**src/rtl/tksd_pkg.sv**
```systemverilog
// Package with shared types and constants of the terminal key sequence decoder.
package tksd_pkg;

   localparam int KEY_SLOTS = 8;
   localparam int SLOT_W = $clog2(KEY_SLOTS) > 0 ? $clog2(KEY_SLOTS) : 1;

   localparam logic [1:0] KIND_PRESS     = 2'd0;
   localparam logic [1:0] KIND_FOCUS_IN  = 2'd1;
   localparam logic [1:0] KIND_FOCUS_OUT = 2'd2;

   localparam logic [8:0] NO_KEY      = 9'd0;
   localparam logic [8:0] KEY_ESC     = 9'd256;
   localparam logic [8:0] ENTER_KEY   = 9'd257;
   localparam logic [8:0] SPACE_KEY   = 9'd258;
   localparam logic [8:0] KEY_UP      = 9'd259;
   localparam logic [8:0] DOWN_ARROW  = 9'd260;
   localparam logic [8:0] LEFT_ARROW  = 9'd261;
   localparam logic [8:0] RIGHT_ARROW = 9'd262;
   localparam logic [8:0] CTRL_C_KEY  = 9'd263;
   localparam logic [8:0] CTRL_L_KEY  = 9'd264;
   localparam logic [8:0] KEY_LOWER_O = 9'd111;

   localparam logic [1:0] TYPE_PRESS   = 2'd1;
   localparam logic [1:0] TYPE_REPEAT  = 2'd2;
   localparam logic [1:0] TYPE_RELEASE = 2'd3;

   localparam logic [1:0] REG_KITTY       = 2'd0;
   localparam logic [1:0] REG_ESC_ALONE   = 2'd1;
   localparam logic [1:0] REG_HOLD_FIRST  = 2'd2;
   localparam logic [1:0] REG_HOLD_REPEAT = 2'd3;

   typedef struct packed {
      logic        func;
      logic [7:0]  data_byte;
      logic [31:0] now_ms;
   } req_type;

   typedef struct packed {
      logic [1:0] event_kind;
      logic [8:0] key;
      logic       repeat_res;
      logic       last;
   } rsp_type;

endpackage

```
**src/rtl/terminal_key_sequence_decoder.sv**
```systemverilog
// Top level of the terminal key sequence decoder: parser, key-slot table and result buffer.
// The block takes one transfer at a time and stalls its input until that transfer is done.
// A transfer that causes no result goes through decode and a timeout check, then back to idle.
// Each key press is handled by one shared compare unit, which scans the key-slot table one slot
// per cycle before the slot is updated; a press caused by a timed-out sequence is followed by a
// second timeout check.
// A transfer causes at most two results, sent one after the other and held while the receiver
// stalls. Results are buffered and drained before the next transfer is taken.
// Configuration registers lie at byte addresses 0, 4, 8 and 12.
module terminal_key_sequence_decoder (
   input  logic                 clock,
   input  logic                 reset,
   input  logic                 req_valid,
   output logic                 req_stall,
   input  tksd_pkg::req_type    req_data,
   output logic                 rsp_valid,
   input  logic                 rsp_stall,
   output tksd_pkg::rsp_type    rsp_data,
   input  logic                 psel,
   input  logic                 penable,
   input  logic                 pwrite,
   input  logic [3:0]           paddr,
   input  logic [31:0]          pwdata,
   output logic [31:0]          prdata,
   output logic                 pready
);

   localparam logic [2:0] PH_IDLE = 3'd0;
   localparam logic [2:0] PH_ESC  = 3'd1;
   localparam logic [2:0] PH_SS3  = 3'd2;
   localparam logic [2:0] PH_CSTA = 3'd3;
   localparam logic [2:0] PH_CBOD = 3'd4;

   localparam logic [2:0] ST_IDLE  = 3'd0;
   localparam logic [2:0] ST_DECODE = 3'd1;
   localparam logic [2:0] ST_SCAN  = 3'd2;
   localparam logic [2:0] ST_APPLY = 3'd3;
   localparam logic [2:0] ST_FLUSH = 3'd4;
   localparam logic [2:0] ST_OUT   = 3'd5;

   localparam int SLOT_CNT_W = tksd_pkg::SLOT_W;
   localparam logic [SLOT_CNT_W-1:0] SLOT_LAST = SLOT_CNT_W'(tksd_pkg::KEY_SLOTS - 1);

   // configuration
   logic        kitty_ff;
   logic [15:0] esc_alone_ff, hold_first_ff, hold_repeat_ff;

   // parser state
   logic [2:0]  phase_ff, phase_in;
   logic        priv_ff, priv_in;
   logic [2:0]  pidx_ff, pidx_in;
   logic [1:0]  sidx_ff, sidx_in;
   logic [16:0] kc_ff, kc_in, md_ff, md_in, et_ff, et_in;
   logic [31:0] since_ff, since_in;

   // slot table
   logic [8:0]  slot_key_ff  [tksd_pkg::KEY_SLOTS];
   logic        slot_down_ff [tksd_pkg::KEY_SLOTS];
   logic [31:0] slot_ms_ff   [tksd_pkg::KEY_SLOTS];

   // sequencer
   logic [2:0]  st_ff;
   tksd_pkg::req_type item_ff;
   logic [8:0]  pk_key_ff [2];
   logic [1:0]  pk_type_ff [2];
   logic [1:0]  npress_ff;
   logic        pcur_ff;
   logic [SLOT_CNT_W-1:0] scan_ff;
   logic        found_ff, hasfree_ff;
   logic [SLOT_CNT_W-1:0] fidx_ff, freeidx_ff;
   tksd_pkg::rsp_type obuf_ff [2];
   logic [1:0]  ocnt_ff;
   logic        orp_ff;

   assign pready = 1'b1;
   assign req_stall = (st_ff != ST_IDLE);

   always_comb begin
      unique case (paddr[3:2])
         tksd_pkg::REG_KITTY:      prdata = {31'd0, kitty_ff};
         tksd_pkg::REG_ESC_ALONE:  prdata = {16'd0, esc_alone_ff};
         tksd_pkg::REG_HOLD_FIRST: prdata = {16'd0, hold_first_ff};
         default:                  prdata = {16'd0, hold_repeat_ff};
      endcase
   end

   function automatic logic [16:0] add_digit(input logic [16:0] p, input logic [3:0] d);
      logic [20:0] v;
      v = (p[16] ? {5'd0, p[15:0]} : 21'd0) * 21'd10 + {17'd0, d};
      if (v > 21'd65535) v = 21'd65535;
      return {1'b1, v[15:0]};
   endfunction

   function automatic logic [8:0] plain_key(input logic [7:0] c);
      if (c == 8'd3) return tksd_pkg::CTRL_C_KEY;
      if (c == 8'd12) return tksd_pkg::CTRL_L_KEY;
      if (c == 8'd13 || c == 8'd10) return tksd_pkg::ENTER_KEY;
      if (c == 8'd32) return tksd_pkg::SPACE_KEY;
      if (c >= 8'h41 && c <= 8'h5A) return {1'b0, c + 8'd32};
      if (c >= 8'h80 || c < 8'd32) return tksd_pkg::NO_KEY;
      return {1'b0, c};
   endfunction

   // Decode of one transfer: parser next state plus up to two presses or a focus event.
   logic [8:0] dk [2];
   logic [1:0] dt [2];
   logic [1:0] dn;
   logic       dfocus, dclear;
   logic [1:0] dkind;
   logic [15:0] mods, etv;
   logic [1:0] ctype;
   logic [8:0] ckey;
   logic [7:0] b;
   logic [15:0] code;

   always_comb begin
      b = item_ff.data_byte;
      phase_in = phase_ff; priv_in = priv_ff; pidx_in = pidx_ff; sidx_in = sidx_ff;
      kc_in = kc_ff; md_in = md_ff; et_in = et_ff; since_in = since_ff;
      dk[0] = tksd_pkg::NO_KEY; dk[1] = tksd_pkg::NO_KEY;
      dt[0] = tksd_pkg::TYPE_PRESS; dt[1] = tksd_pkg::TYPE_PRESS;
      dn = 2'd0; dfocus = 1'b0; dclear = 1'b0; dkind = tksd_pkg::KIND_FOCUS_IN;
      mods = (md_ff[16] && md_ff[15:0] >= 16'd1) ? md_ff[15:0] - 16'd1 : 16'd0;
      etv = (et_ff[16] && et_ff[15:0] >= 16'd1) ? et_ff[15:0] : 16'd1;
      ctype = (etv == 16'd2) ? tksd_pkg::TYPE_REPEAT :
              (etv == 16'd3) ? tksd_pkg::TYPE_RELEASE : tksd_pkg::TYPE_PRESS;
      code = kc_ff[15:0];
      ckey = tksd_pkg::NO_KEY;
      if (b == 8'h41) ckey = tksd_pkg::KEY_UP;
      else if (b == 8'h42) ckey = tksd_pkg::DOWN_ARROW;
      else if (b == 8'h43) ckey = tksd_pkg::RIGHT_ARROW;
      else if (b == 8'h44) ckey = tksd_pkg::LEFT_ARROW;
      else if (b == 8'h75 && kc_ff[16]) begin
         if (code == 16'd27) ckey = tksd_pkg::KEY_ESC;
         else if (code == 16'd13) ckey = tksd_pkg::ENTER_KEY;
         else if (code == 16'd32) ckey = tksd_pkg::SPACE_KEY;
         else if (code == 16'h63 && mods[2]) ckey = tksd_pkg::CTRL_C_KEY;
         else if (code == 16'h6C && mods[2]) ckey = tksd_pkg::CTRL_L_KEY;
         else if (code >= 16'h41 && code <= 16'h5A) ckey = code[8:0] + 9'd32;
         else if (code > 16'd32 && code < 16'd127) ckey = code[8:0];
      end
      if (!item_ff.func) begin
         unique case (phase_ff)
            PH_ESC: begin
               if (b == 8'h4F) phase_in = PH_SS3;
               else if (b == 8'h5B) begin
                  phase_in = PH_CSTA; priv_in = 1'b0; pidx_in = 3'd0; sidx_in = 2'd0;
                  kc_in = 17'd0; md_in = 17'd0; et_in = 17'd0;
               end else begin
                  dk[0] = tksd_pkg::KEY_ESC; dn = 2'd1;
                  phase_in = PH_IDLE;
                  if (b == 8'h1B) begin
                     phase_in = PH_ESC; since_in = item_ff.now_ms;
                  end else if (plain_key(b) != tksd_pkg::NO_KEY) begin
                     dk[1] = plain_key(b); dn = 2'd2;
                  end
               end
            end
            PH_SS3: begin
               phase_in = PH_IDLE;
               if (b >= 8'h41 && b <= 8'h44) begin
                  dk[0] = ckey; dn = 2'd1;
               end
            end
            PH_CSTA, PH_CBOD: begin
               phase_in = PH_CBOD;
               if (phase_ff == PH_CSTA && b == 8'h3F) priv_in = 1'b1;
               else if (b >= 8'h30 && b <= 8'h39) begin
                  if (pidx_ff == 3'd0 && sidx_ff == 2'd0) kc_in = add_digit(kc_ff, b[3:0]);
                  else if (pidx_ff == 3'd1 && sidx_ff == 2'd0)
                     md_in = add_digit(md_ff, b[3:0]);
                  else if (pidx_ff == 3'd1 && sidx_ff == 2'd1)
                     et_in = add_digit(et_ff, b[3:0]);
               end else if (b == 8'h3B) begin
                  if (pidx_ff < 3'd7) pidx_in = pidx_ff + 3'd1;
                  sidx_in = 2'd0;
               end else if (b == 8'h3A) begin
                  if (sidx_ff < 2'd3) sidx_in = sidx_ff + 2'd1;
               end else if (b >= 8'h40 && b <= 8'h7E) begin
                  phase_in = PH_IDLE;
                  if (!priv_ff) begin
                     if (b == 8'h49) begin
                        dfocus = 1'b1; dkind = tksd_pkg::KIND_FOCUS_IN;
                     end else if (b == 8'h4F) begin
                        dfocus = 1'b1; dkind = tksd_pkg::KIND_FOCUS_OUT; dclear = 1'b1;
                     end else if (ckey != tksd_pkg::NO_KEY) begin
                        dk[0] = ckey; dt[0] = ctype; dn = 2'd1;
                     end
                  end
               end
            end
            default: begin
               phase_in = PH_IDLE;
               if (b == 8'h1B) begin
                  phase_in = PH_ESC; since_in = item_ff.now_ms;
               end else if (plain_key(b) != tksd_pkg::NO_KEY) begin
                  dk[0] = plain_key(b); dn = 2'd1;
               end
            end
         endcase
      end
   end

   // Timeout check runs after decode, on the updated parser state.
   logic [31:0] age;
   logic        tmo;
   assign age = item_ff.now_ms - since_ff;
   assign tmo = (phase_ff != PH_IDLE) && (age >= {16'd0, esc_alone_ff});

   // Shared slot compare and repeat arithmetic.
   logic [8:0]  cur_key;
   logic [1:0]  cur_type;
   logic [SLOT_CNT_W-1:0] hit;
   logic [31:0] dms;
   logic [16:0] hold_sum;
   logic        rep;
   assign cur_key  = pk_key_ff[pcur_ff];
   assign cur_type = pk_type_ff[pcur_ff];
   assign hit = found_ff ? fidx_ff : (hasfree_ff ? freeidx_ff : '0);
   assign dms = item_ff.now_ms - (found_ff ? slot_ms_ff[hit] : 32'd0);
   assign hold_sum = {1'b0, hold_first_ff} + {1'b0, hold_repeat_ff};
   assign rep = (cur_type == tksd_pkg::TYPE_REPEAT) ||
                (!kitty_ff && found_ff && slot_down_ff[hit] && dms < {15'd0, hold_sum});

   always_ff @(posedge clock) begin
      if (reset) begin
         kitty_ff <= 1'b0; esc_alone_ff <= 16'd50;
         hold_first_ff <= 16'd500; hold_repeat_ff <= 16'd100;
         phase_ff <= PH_IDLE; priv_ff <= 1'b0; pidx_ff <= 3'd0; sidx_ff <= 2'd0;
         kc_ff <= 17'd0; md_ff <= 17'd0; et_ff <= 17'd0; since_ff <= 32'd0;
         for (int i = 0; i < tksd_pkg::KEY_SLOTS; i++) begin
            slot_key_ff[i] <= 9'd0; slot_down_ff[i] <= 1'b0; slot_ms_ff[i] <= 32'd0;
         end
         st_ff <= ST_IDLE; ocnt_ff <= 2'd0; orp_ff <= 1'b0;
      end else begin
         if (psel && penable && pwrite) begin
            unique case (paddr[3:2])
               tksd_pkg::REG_KITTY:      kitty_ff <= pwdata[0];
               tksd_pkg::REG_ESC_ALONE:  esc_alone_ff <= pwdata[15:0];
               tksd_pkg::REG_HOLD_FIRST: hold_first_ff <= pwdata[15:0];
               default:                  hold_repeat_ff <= pwdata[15:0];
            endcase
         end
         unique case (st_ff)
            ST_IDLE: begin
               if (req_valid) begin
                  item_ff <= req_data; st_ff <= ST_DECODE;
                  ocnt_ff <= 2'd0; orp_ff <= 1'b0;
               end
            end
            ST_DECODE: begin
               phase_ff <= phase_in; priv_ff <= priv_in; pidx_ff <= pidx_in;
               sidx_ff <= sidx_in; kc_ff <= kc_in; md_ff <= md_in; et_ff <= et_in;
               since_ff <= since_in;
               pk_key_ff[0] <= dk[0]; pk_key_ff[1] <= dk[1];
               pk_type_ff[0] <= dt[0]; pk_type_ff[1] <= dt[1];
               npress_ff <= dn; pcur_ff <= 1'b0;
               if (dfocus) begin
                  obuf_ff[0] <= '{event_kind: dkind, key: 9'd0, repeat_res: 1'b0, last: 1'b0};
                  ocnt_ff <= 2'd1;
                  if (dclear) begin
                     for (int i = 0; i < tksd_pkg::KEY_SLOTS; i++) begin
                        slot_key_ff[i] <= 9'd0; slot_down_ff[i] <= 1'b0;
                        slot_ms_ff[i] <= 32'd0;
                     end
                  end
               end
               scan_ff <= '0; found_ff <= 1'b0; hasfree_ff <= 1'b0;
               st_ff <= (dn != 2'd0) ? ST_SCAN : ST_FLUSH;
            end
            ST_SCAN: begin
               // One slot compared per cycle; first match wins, first free remembered.
               if (!found_ff) begin
                  if (slot_key_ff[scan_ff] == cur_key) begin
                     found_ff <= 1'b1; fidx_ff <= scan_ff;
                  end else if (!hasfree_ff && slot_key_ff[scan_ff] == 9'd0) begin
                     hasfree_ff <= 1'b1; freeidx_ff <= scan_ff;
                  end
               end
               if (scan_ff == SLOT_LAST) st_ff <= ST_APPLY;
               else scan_ff <= scan_ff + 1'b1;
            end
            ST_APPLY: begin
               if (cur_type == tksd_pkg::TYPE_RELEASE) begin
                  slot_key_ff[hit] <= 9'd0; slot_down_ff[hit] <= 1'b0;
                  if (!found_ff) slot_ms_ff[hit] <= 32'd0;
               end else begin
                  slot_key_ff[hit] <= cur_key; slot_down_ff[hit] <= 1'b1;
                  slot_ms_ff[hit] <= item_ff.now_ms;
                  obuf_ff[ocnt_ff[0]] <= '{event_kind: tksd_pkg::KIND_PRESS, key: cur_key,
                                            repeat_res: rep, last: 1'b0};
                  ocnt_ff <= ocnt_ff + 2'd1;
               end
               scan_ff <= '0; found_ff <= 1'b0; hasfree_ff <= 1'b0;
               if (!pcur_ff && npress_ff == 2'd2) begin
                  pcur_ff <= 1'b1; st_ff <= ST_SCAN;
               end else st_ff <= ST_FLUSH;
            end
            ST_FLUSH: begin
               if (tmo) begin
                  phase_ff <= PH_IDLE;
                  if (phase_ff == PH_ESC || phase_ff == PH_SS3) begin
                     pk_key_ff[0] <= (phase_ff == PH_ESC) ? tksd_pkg::KEY_ESC
                                                         : tksd_pkg::KEY_LOWER_O;
                     pk_type_ff[0] <= tksd_pkg::TYPE_PRESS;
                     npress_ff <= 2'd1; pcur_ff <= 1'b0;
                     st_ff <= ST_SCAN;
                  end else st_ff <= (ocnt_ff != 2'd0) ? ST_OUT : ST_IDLE;
               end else st_ff <= (ocnt_ff != 2'd0) ? ST_OUT : ST_IDLE;
            end
            ST_OUT: begin
               if (!rsp_stall) begin
                  if (orp_ff || ocnt_ff == 2'd1) st_ff <= ST_IDLE;
                  orp_ff <= 1'b1;
               end
            end
            default: st_ff <= ST_IDLE;
         endcase
      end
   end

   // Results are sent from the buffer once the whole transfer is decoded.
   logic [1:0] last_idx;
   assign last_idx = ocnt_ff - 2'd1;
   assign rsp_valid = (st_ff == ST_OUT);
   always_comb begin
      rsp_data = obuf_ff[orp_ff];
      rsp_data.last = ({1'b0, orp_ff} == last_idx);
   end

endmodule

```
**config.mk**
```make
export PLATFORM = sky130hd
export DESIGN_NAME = terminal_key_sequence_decoder
export DESIGN_NICKNAME = d
export VERILOG_FILES = /design/src/rtl/tksd_pkg.sv /design/src/rtl/terminal_key_sequence_decoder.sv
export SDC_FILE = /design/constraint.sdc
export NUM_CORES = 1
export LEC_CHECK = 0
export BUFFER_PORTS_ARGS = -buffer_cell sky130_fd_sc_hd__buf_2
export CORE_MARGIN = 2
export CORE_UTILIZATION = 52
export CTS_BUF_LIST = sky130_fd_sc_hd__clkbuf_8
export CTS_CLUSTER_DIAMETER = 120
export DETAILED_ROUTE_END_ITERATION = 6
export PLACE_DENSITY = 0.77
export SLEW_MARGIN = 15
export SYNTH_ARGS = -nofsm -noshare
export SYNTH_HDL_FRONTEND = slang
export SYNTH_SLANG_ARGS = --single-unit
```
**constraint.sdc**
```tcl
create_clock -name clock -period 11.8 [get_ports clock]
set_input_delay 0.59 -clock clock [delete_from_list [all_inputs] [get_ports clock]]
set_output_delay 0.59 -clock clock [all_outputs]
set_load 0.02 [all_outputs]
```
## Word level (Yosys, flattened, before mapping)

Memories as Yosys holds them, arrays and structs flattened. A register that Yosys moved wholly into a read port is not among the register bits.
Index checks and enable logic that the tools add are counted.
W data, S select, Z words.

- Order comparisons: 22
- Reduce and logical (&&, ||, !) cells: 81
- Bitwise gates (word level): 35
- Add/subtract/negate cells: 14
- $mul: 3
- Equal/unequal tests: 74
- Multiplexer cells: 541

Operator list:

| kind | count |
|---|---|
| $mux W9 | 140 |
| $mux W32 | 14 |
| $mux W1 | 269 |
| $mux W17 | 14 |
| $mux W16 | 7 |
| $pmux W17 S2 | 3 |
| $mux W3 | 30 |
| $mux W2 | 43 |
| $eq A8 B7 Y1 const B | 8 |
| $pmux W32 S2 | 1 |
| $sub A32 B32 Y32 | 2 |
| $add A20 B4 Y21 | 3 |
| $gt A21 B16 Y1 const B | 3 |
| $mul A16 B3 Y19 const B | 3 |
| $mux W18 | 3 |
| $ne A2 B2 Y1 const B | 27 |
| $pmux W16 S3 | 1 |
| $eq A16 B2 Y1 const B | 2 |
| $eq A16 B7 Y1 const B | 2 |
| $eq A8 B6 Y1 const B | 4 |
| $ge A16 B1 Y1 const B | 2 |
| $ge A32 B16 Y1 | 1 |
| $lt A32 B17 Y1 | 1 |
| $reduce_or A32 Y1 | 1 |
| other kinds (68) | 186 |

- Bits of input ports: 84
- Memories kept: 6
- Bits in writable memories: 382
- Word-level logic and storage cells: 801
- Bits in registers: 202

Memories:

| memory | depth | bits a word | read ports | clocked after Yosys merged registers in | wr ports | line | text |
|---|---|---|---|---|---|---|---|
| slot_ms_ff | 8 | 32 | 1 | 0 | 8 | terminal_key_sequence_decoder.sv:59 | `logic [31:0] slot_ms_ff [tksd_pkg::KEY_SLOTS];` |
| slot_key_ff | 8 | 9 | 1 | 1 | 8 | terminal_key_sequence_decoder.sv:57 | `logic [8:0] slot_key_ff [tksd_pkg::KEY_SLOTS];` |
| obuf_ff | 2 | 12 | 1 | 1 | 1 | terminal_key_sequence_decoder.sv:71 | `tksd_pkg::rsp_type obuf_ff [2];` |
| pk_key_ff | 2 | 9 | 1 | 1 | 2 | terminal_key_sequence_decoder.sv:64 | `logic [8:0] pk_key_ff [2];` |
| slot_down_ff | 8 | 1 | 1 | 0 | 8 | terminal_key_sequence_decoder.sv:58 | `logic slot_down_ff [tksd_pkg::KEY_SLOTS];` |
| pk_type_ff | 2 | 2 | 1 | 1 | 2 | terminal_key_sequence_decoder.sv:65 | `logic [1:0] pk_type_ff [2];` |

## Longest topological paths before layout

- Depth after elaboration: 123
- Gate-level depth with buffers: 33
- Mapped depth without buffers: 29

## Worst setup path before layout

No wires, ideal clock.

- Path kind: reg-to-reg
- Start: register found_ff
- End: memory obuf_ff[0][0] (netlist bit) (data pin)
- Slack: 5.893 ns
- Clock period less this slack: 5.907 ns
- Library setup time: 0.169 ns
- Data arrival time: 5.738 ns
- Required time: 11.631 ns
- Cell stages (with the launch flop): 33
- Cell sequence: edfxtp_1 -> clkbuf_1 -> nand2_1 -> and2_1 -> clkbuf_1 -> clkbuf_1 -> buf_1 -> buf_1 -> nand2_1 -> a311o_1 -> a21oi_1 -> ha_1 -> inv_1 -> fa_1 -> a211oi_1 -> nor2_1 -> o41ai_1 -> nor2_1 -> nor2_1 -> nor2b_1 -> nor2_1 -> nor2_1 -> nor2_1 -> xnor2_1 -> ha_1 -> a21o_1 -> a21oi_1 -> o211ai_1 -> a2111oi_0 -> nand4_1 -> nor4_1 -> nand4_1 -> o21ai_0

- Word-level cells in the longest chain between the ends: 8
- Elaborated cells between the ends (all ways): 11
- Classes of those cells: add/sub (1); order compare (1); mux (3); reduce/logical (4); memory (2)

RTL lines:

| item | line | text |
|---|---|---|
| start, declared | terminal_key_sequence_decoder.sv:69 | `logic found_ff, hasfree_ff;` |
| start signal, assigned | terminal_key_sequence_decoder.sv:268 | `scan_ff <= '0; found_ff <= 1'b0; hasfree_ff <= 1'b0;` |
| start signal, assigned | terminal_key_sequence_decoder.sv:275 | `found_ff <= 1'b1; fidx_ff <= scan_ff;` |
| start signal, assigned | terminal_key_sequence_decoder.sv:294 | `scan_ff <= '0; found_ff <= 1'b0; hasfree_ff <= 1'b0;` |
| $mux W3 | terminal_key_sequence_decoder.sv:219 | `assign hit = found_ff ? fidx_ff : (hasfree_ff ? freeidx_ff : '0);` |
| $mem_v2 Z8 W32 | -- |  |
| $mux W32 | terminal_key_sequence_decoder.sv:220 | `assign dms = item_ff.now_ms - (found_ff ? slot_ms_ff[hit] : 32'd0);` |
| $sub A32 B32 Y32 | terminal_key_sequence_decoder.sv:220 |  |
| $lt A32 B17 Y1 | terminal_key_sequence_decoder.sv:223 | `(!kitty_ff && found_ff && slot_down_ff[hit] && dms < {15'd0, hold_sum});` |
| $logic_and A1 B1 Y1 (*) | terminal_key_sequence_decoder.sv:223 |  |
| $logic_or A1 B1 Y1 (*) | terminal_key_sequence_decoder.sv:222 | `assign rep = (cur_type == tksd_pkg::TYPE_REPEAT) \|\|` |
| $mux W12 (no line) (*) | -- |  |
| end, declared | terminal_key_sequence_decoder.sv:71 |  |

Every way passes the cells marked *; elsewhere a longest branch is shown, timed or not.

## Final worst setup path

Same ends and word-level chain as after synthesis.

==> summary.txt <==
Logic synthesis
  • Sequential cell area fraction in the yosys report: 46.33%
  • Post-Synth Simple-Gate Area: 20.66%
  • EDFF count, synth: 431
  • #FFs+latches synth: 587
  • Largest family of logic cells by synthesized area: simple AND/OR/NAND/NOR gates
  • Synth warn: 0
  • Post-Synth Adder-Cell Area: 8.385%
  • Yosys cell types: 92
  • Post-synthesis compound-gate area fraction: 13.97%
  • Post-synthesis mux area share: 3.020%
  • Post-Synth XOR/XNOR Area: 3.334%
  • Post-synth top area share: 37.32%
  • Post-Syn Area: 0.03468 mm^2
  • Ys async rst share: 0%
  • Synth area leader: edfxtp_1
  • Synth top area cells: edfxtp_1 (37%), dfxtp_1 (9.0%), ha_1 (7.9%)
  • Synth Instances: 3715
  • Syn avg cell area: 9.335 um^2
  • Main synth FF type: edfxtp_1

Layout
  • Finished Layout Cells: 4687
  • Fillcell total: 5768
  • Share of layout cells above drive strength 1: 8.977%
  • Area added between synthesis and finish: 7.876%
  • Nets@finish: 4055
  • Commonest cells after routing, fill and taps aside: nor2_1 (573), nand2_1 (541), edfxtp_1 (431), ha_1 (218), a21oi_1 (194)
  • Commonest non-fill, non-tap cell in the layout: nor2_1

Critical path
  • Worst Path Required: 12300 ps
  • CP max FO: 43
  • Crit path capture type: flop
  • Critical path class: flop to flop
  • Crit path DAT: 7930 ps
  • Type of origin of the critical path: flop

STA
  • Max Clk Rate: 0.1346 GHz
  • Pins Over Slew Limit: 0
  • Clock Skew: 39.53 ps
  • Worst-margin pin slew: 1223 ps
  • Final Hold Viols: 0
  • Fin crit period: 7429 ps
  • Worst slew margin: 18.17%
  • # setup viols final: 0
  • Final period utilization: 62.96%
  • RSZ-0062 raised after global routing: false
  • Setup tns final: 0 ps

Route
  • DRC viols: 0
  • Via count: 28169
  • DRT iter0 DRCs: 2919
  • Vias per cell: 6.010
  • Antenna-violating nets left: 0
  • Drt first pass iters: 6
  • Wire per inst: 20.07 um
  • Routed Wire Length: 94080 um

Pwr
  • LEAKAGE: 14.18 nW
  • P per Cell Area: 121.6 mW/mm^2
  • Clock share of power: 36.9%
  • NetSw: 1.238 mW
  • Internal power: 3.310 mW
  • VDD IR-drop max: 0.00007443 V
  • Comb power frac: 12.0%
  • Sequential Power Share: 51.1%
  • Sw Share: 27.22%

Floorplanning
  • Core Box Area: 0.06586 mm^2
  • I/O Pins: 132
  • Die H: 262.2 um
  • Die area: 0.06877 mm^2
  • Die Wd: 262.2 um
  • FP Rows: 94
  • Starting Density: 52.65%

Placed design
  • Port Buffer Count: 96
  • Placed Cells incl. Taps: 4512
  • HPWL after detailed placement: 63410 um
  • GP Congestion: 0.8895

CTS
  • Postcts setup bufs: 0
  • Hold buffers post-CTS: 0
  • H-tree levels: 3
  • Root Buffer: clkbuf_8
  • Insertion delay to the later sink of the worst-skew pair: 730 ps
  • Worst-path clk slew: 70 ps
  • Resized cells post-CTS: 0
  • Cts bufs inserted: 94
  • CTS Buffer Depth: 3
  • Clk sinks: 587
  • TritonCTS clock tree: yes

Global routing
  • Initial antenna violation count: 6
  • First-pass GRT wire length: 145300 um
  • Number of global-route vias before repair: 26637
  • Global-route usage over all layers: 26.40%
  • GRT Residual Overflow: 0
  • Pin count of the biggest net entering global routing: 71

Run status
  • Status: completed

Run
  • Max cap viols: 0

Min path
  • Worst hold path class: input port to flop
==> registers in the layout, summed over array words and instances (netlist names), 17 cells and up, named ones only <==
name / flops
slot_ms_ff: 256
slot_key_ff: 72
item_ff: 33
since_ff: 32
obuf_ff: 24
pk_key_ff: 18
et_ff: 17
kc_ff: 17
md_ff: 17
==> routing by layer <==
layer / track usage (%) / routed length (um)
met1: 35.18 / 38870
met2: 42.41 / 42800
met3: 6.129 / 9540
met4: 8.937 / 2796
met5: 0 / 66
==> power groups by stage <==
stage / combinational, mW / sequential (mW) / clock [mW]
3_3_place_gp: 0.525 / 2.36 / 0
3_5_place_dp: 0.533 / 2.37 / 0
4_1_cts: 0.537 / 2.32 / 1.69
5_1_grt: 0.596 / 2.33 / 1.78
6_report: 0.545 / 2.32 / 1.68
2_1_floorplan: 0.404 / 2.33 / 0
==> cell type report <==
class / instances / area (um^2) / share of cell area, %
clock buffers: 101 / 1390 / 3.716
flip-flops and latches: 587 / 16070 / 42.94
diodes: 2 / 5.005 / 0.01338
well taps: 864 / 1081 / 2.890
multi-input cells: 2797 / 17240 / 46.09
clock inverters: 72 / 386.6 / 1.033
inverters: 134 / 503.0 / 1.344
repair buffers: 130 / 738.2 / 1.973
==> cell families (layout without fill, tap and decap cells) <==
group / count (synthesis) / in the layout
buffers and inverters: 346 / 437
AOI/OAI and AO/OA: 735 / 735
other: 2 / 19
and+or+nand+nor: 1609 / 1609
adders and majority gates: 227 / 227
DFF: 587 / 587
muxes: 77 / 77
xor gates and xnor gates: 132 / 132
==> worst paths after layout <==
path,startpoint,endpoint,slack (ps),depth (start not counted)
worst min-delay path,req_data[18],item_ff[18],40,1
worst max register to register,found_ff,obuf_ff[0][0],4370,27
worst max-delay path,found_ff,obuf_ff[0][0],4370,27
worst min register to register,md_ff[10],md_ff[10],450,2
==> Yosys cell counts, types with 25 or more instances <==
master,count
nand3_1,106
edfxtp_1,431
o21ai_0,134
o21a_1,27
mux2_2,31
clkbuf_1,164
xnor2_1,75
inv_1,133
dfxtp_1,156
xor2_1,57
a31oi_1,37
a211oi_1,44
mux2i_1,27
nor3_1,60
a21oi_1,194
a21o_1,52
o22ai_1,34
o211ai_1,25
nand4_1,47
nor4_1,25
nor2_1,576
and2_1,67
and3_1,31
nand2_1,548
ha_1,218
or3_1,33
==> worst max-delay path, stage by stage, from the launching register on <==
cell,delay (ps)
edfxtp_1,340
buf_4,440
nand3b_1,260
and2_2,610
buf_4,610
nand2_1,390
o211ai_1,290
a221o_1,260
ha_1,290
o21a_1,120
o31a_1,120
o31ai_1,340
a21oi_1,160
a21o_1,190
a21oi_1,260
o21ai_0,160
a21oi_1,190
xnor2_1,140
ha_1,270
a21oi_1,180
nor2b_1,60
o21ai_0,150
o211ai_1,120
a2111oi_0,440
nand4_1,140
nor4_1,240
nand4_1,160
o21ai_0,280
==> per-stage QoR <==
step | power, mW | instance area, um^2 | utilization [%] | hold slack (ps) | setup WS [ps]
finish | 4.547 | 37410 | 56.80 | 36.87 | 4371
global route | 4.702 | 37410 | 56.80 | 18.42 | 3971
CTS | 4.548 | 37400 | 56.79 | 1.668 | 4534
detailed placement | 2.899 | 35620 | 54.09 | 444.4 | 4575
global placement | 2.889 | 35620 | 54.09 | 439.1 | 4669
floorplan | 2.737 | 34740 | - | 426.2 | 5893
Note: power is estimated with default switching activity, not from simulation.
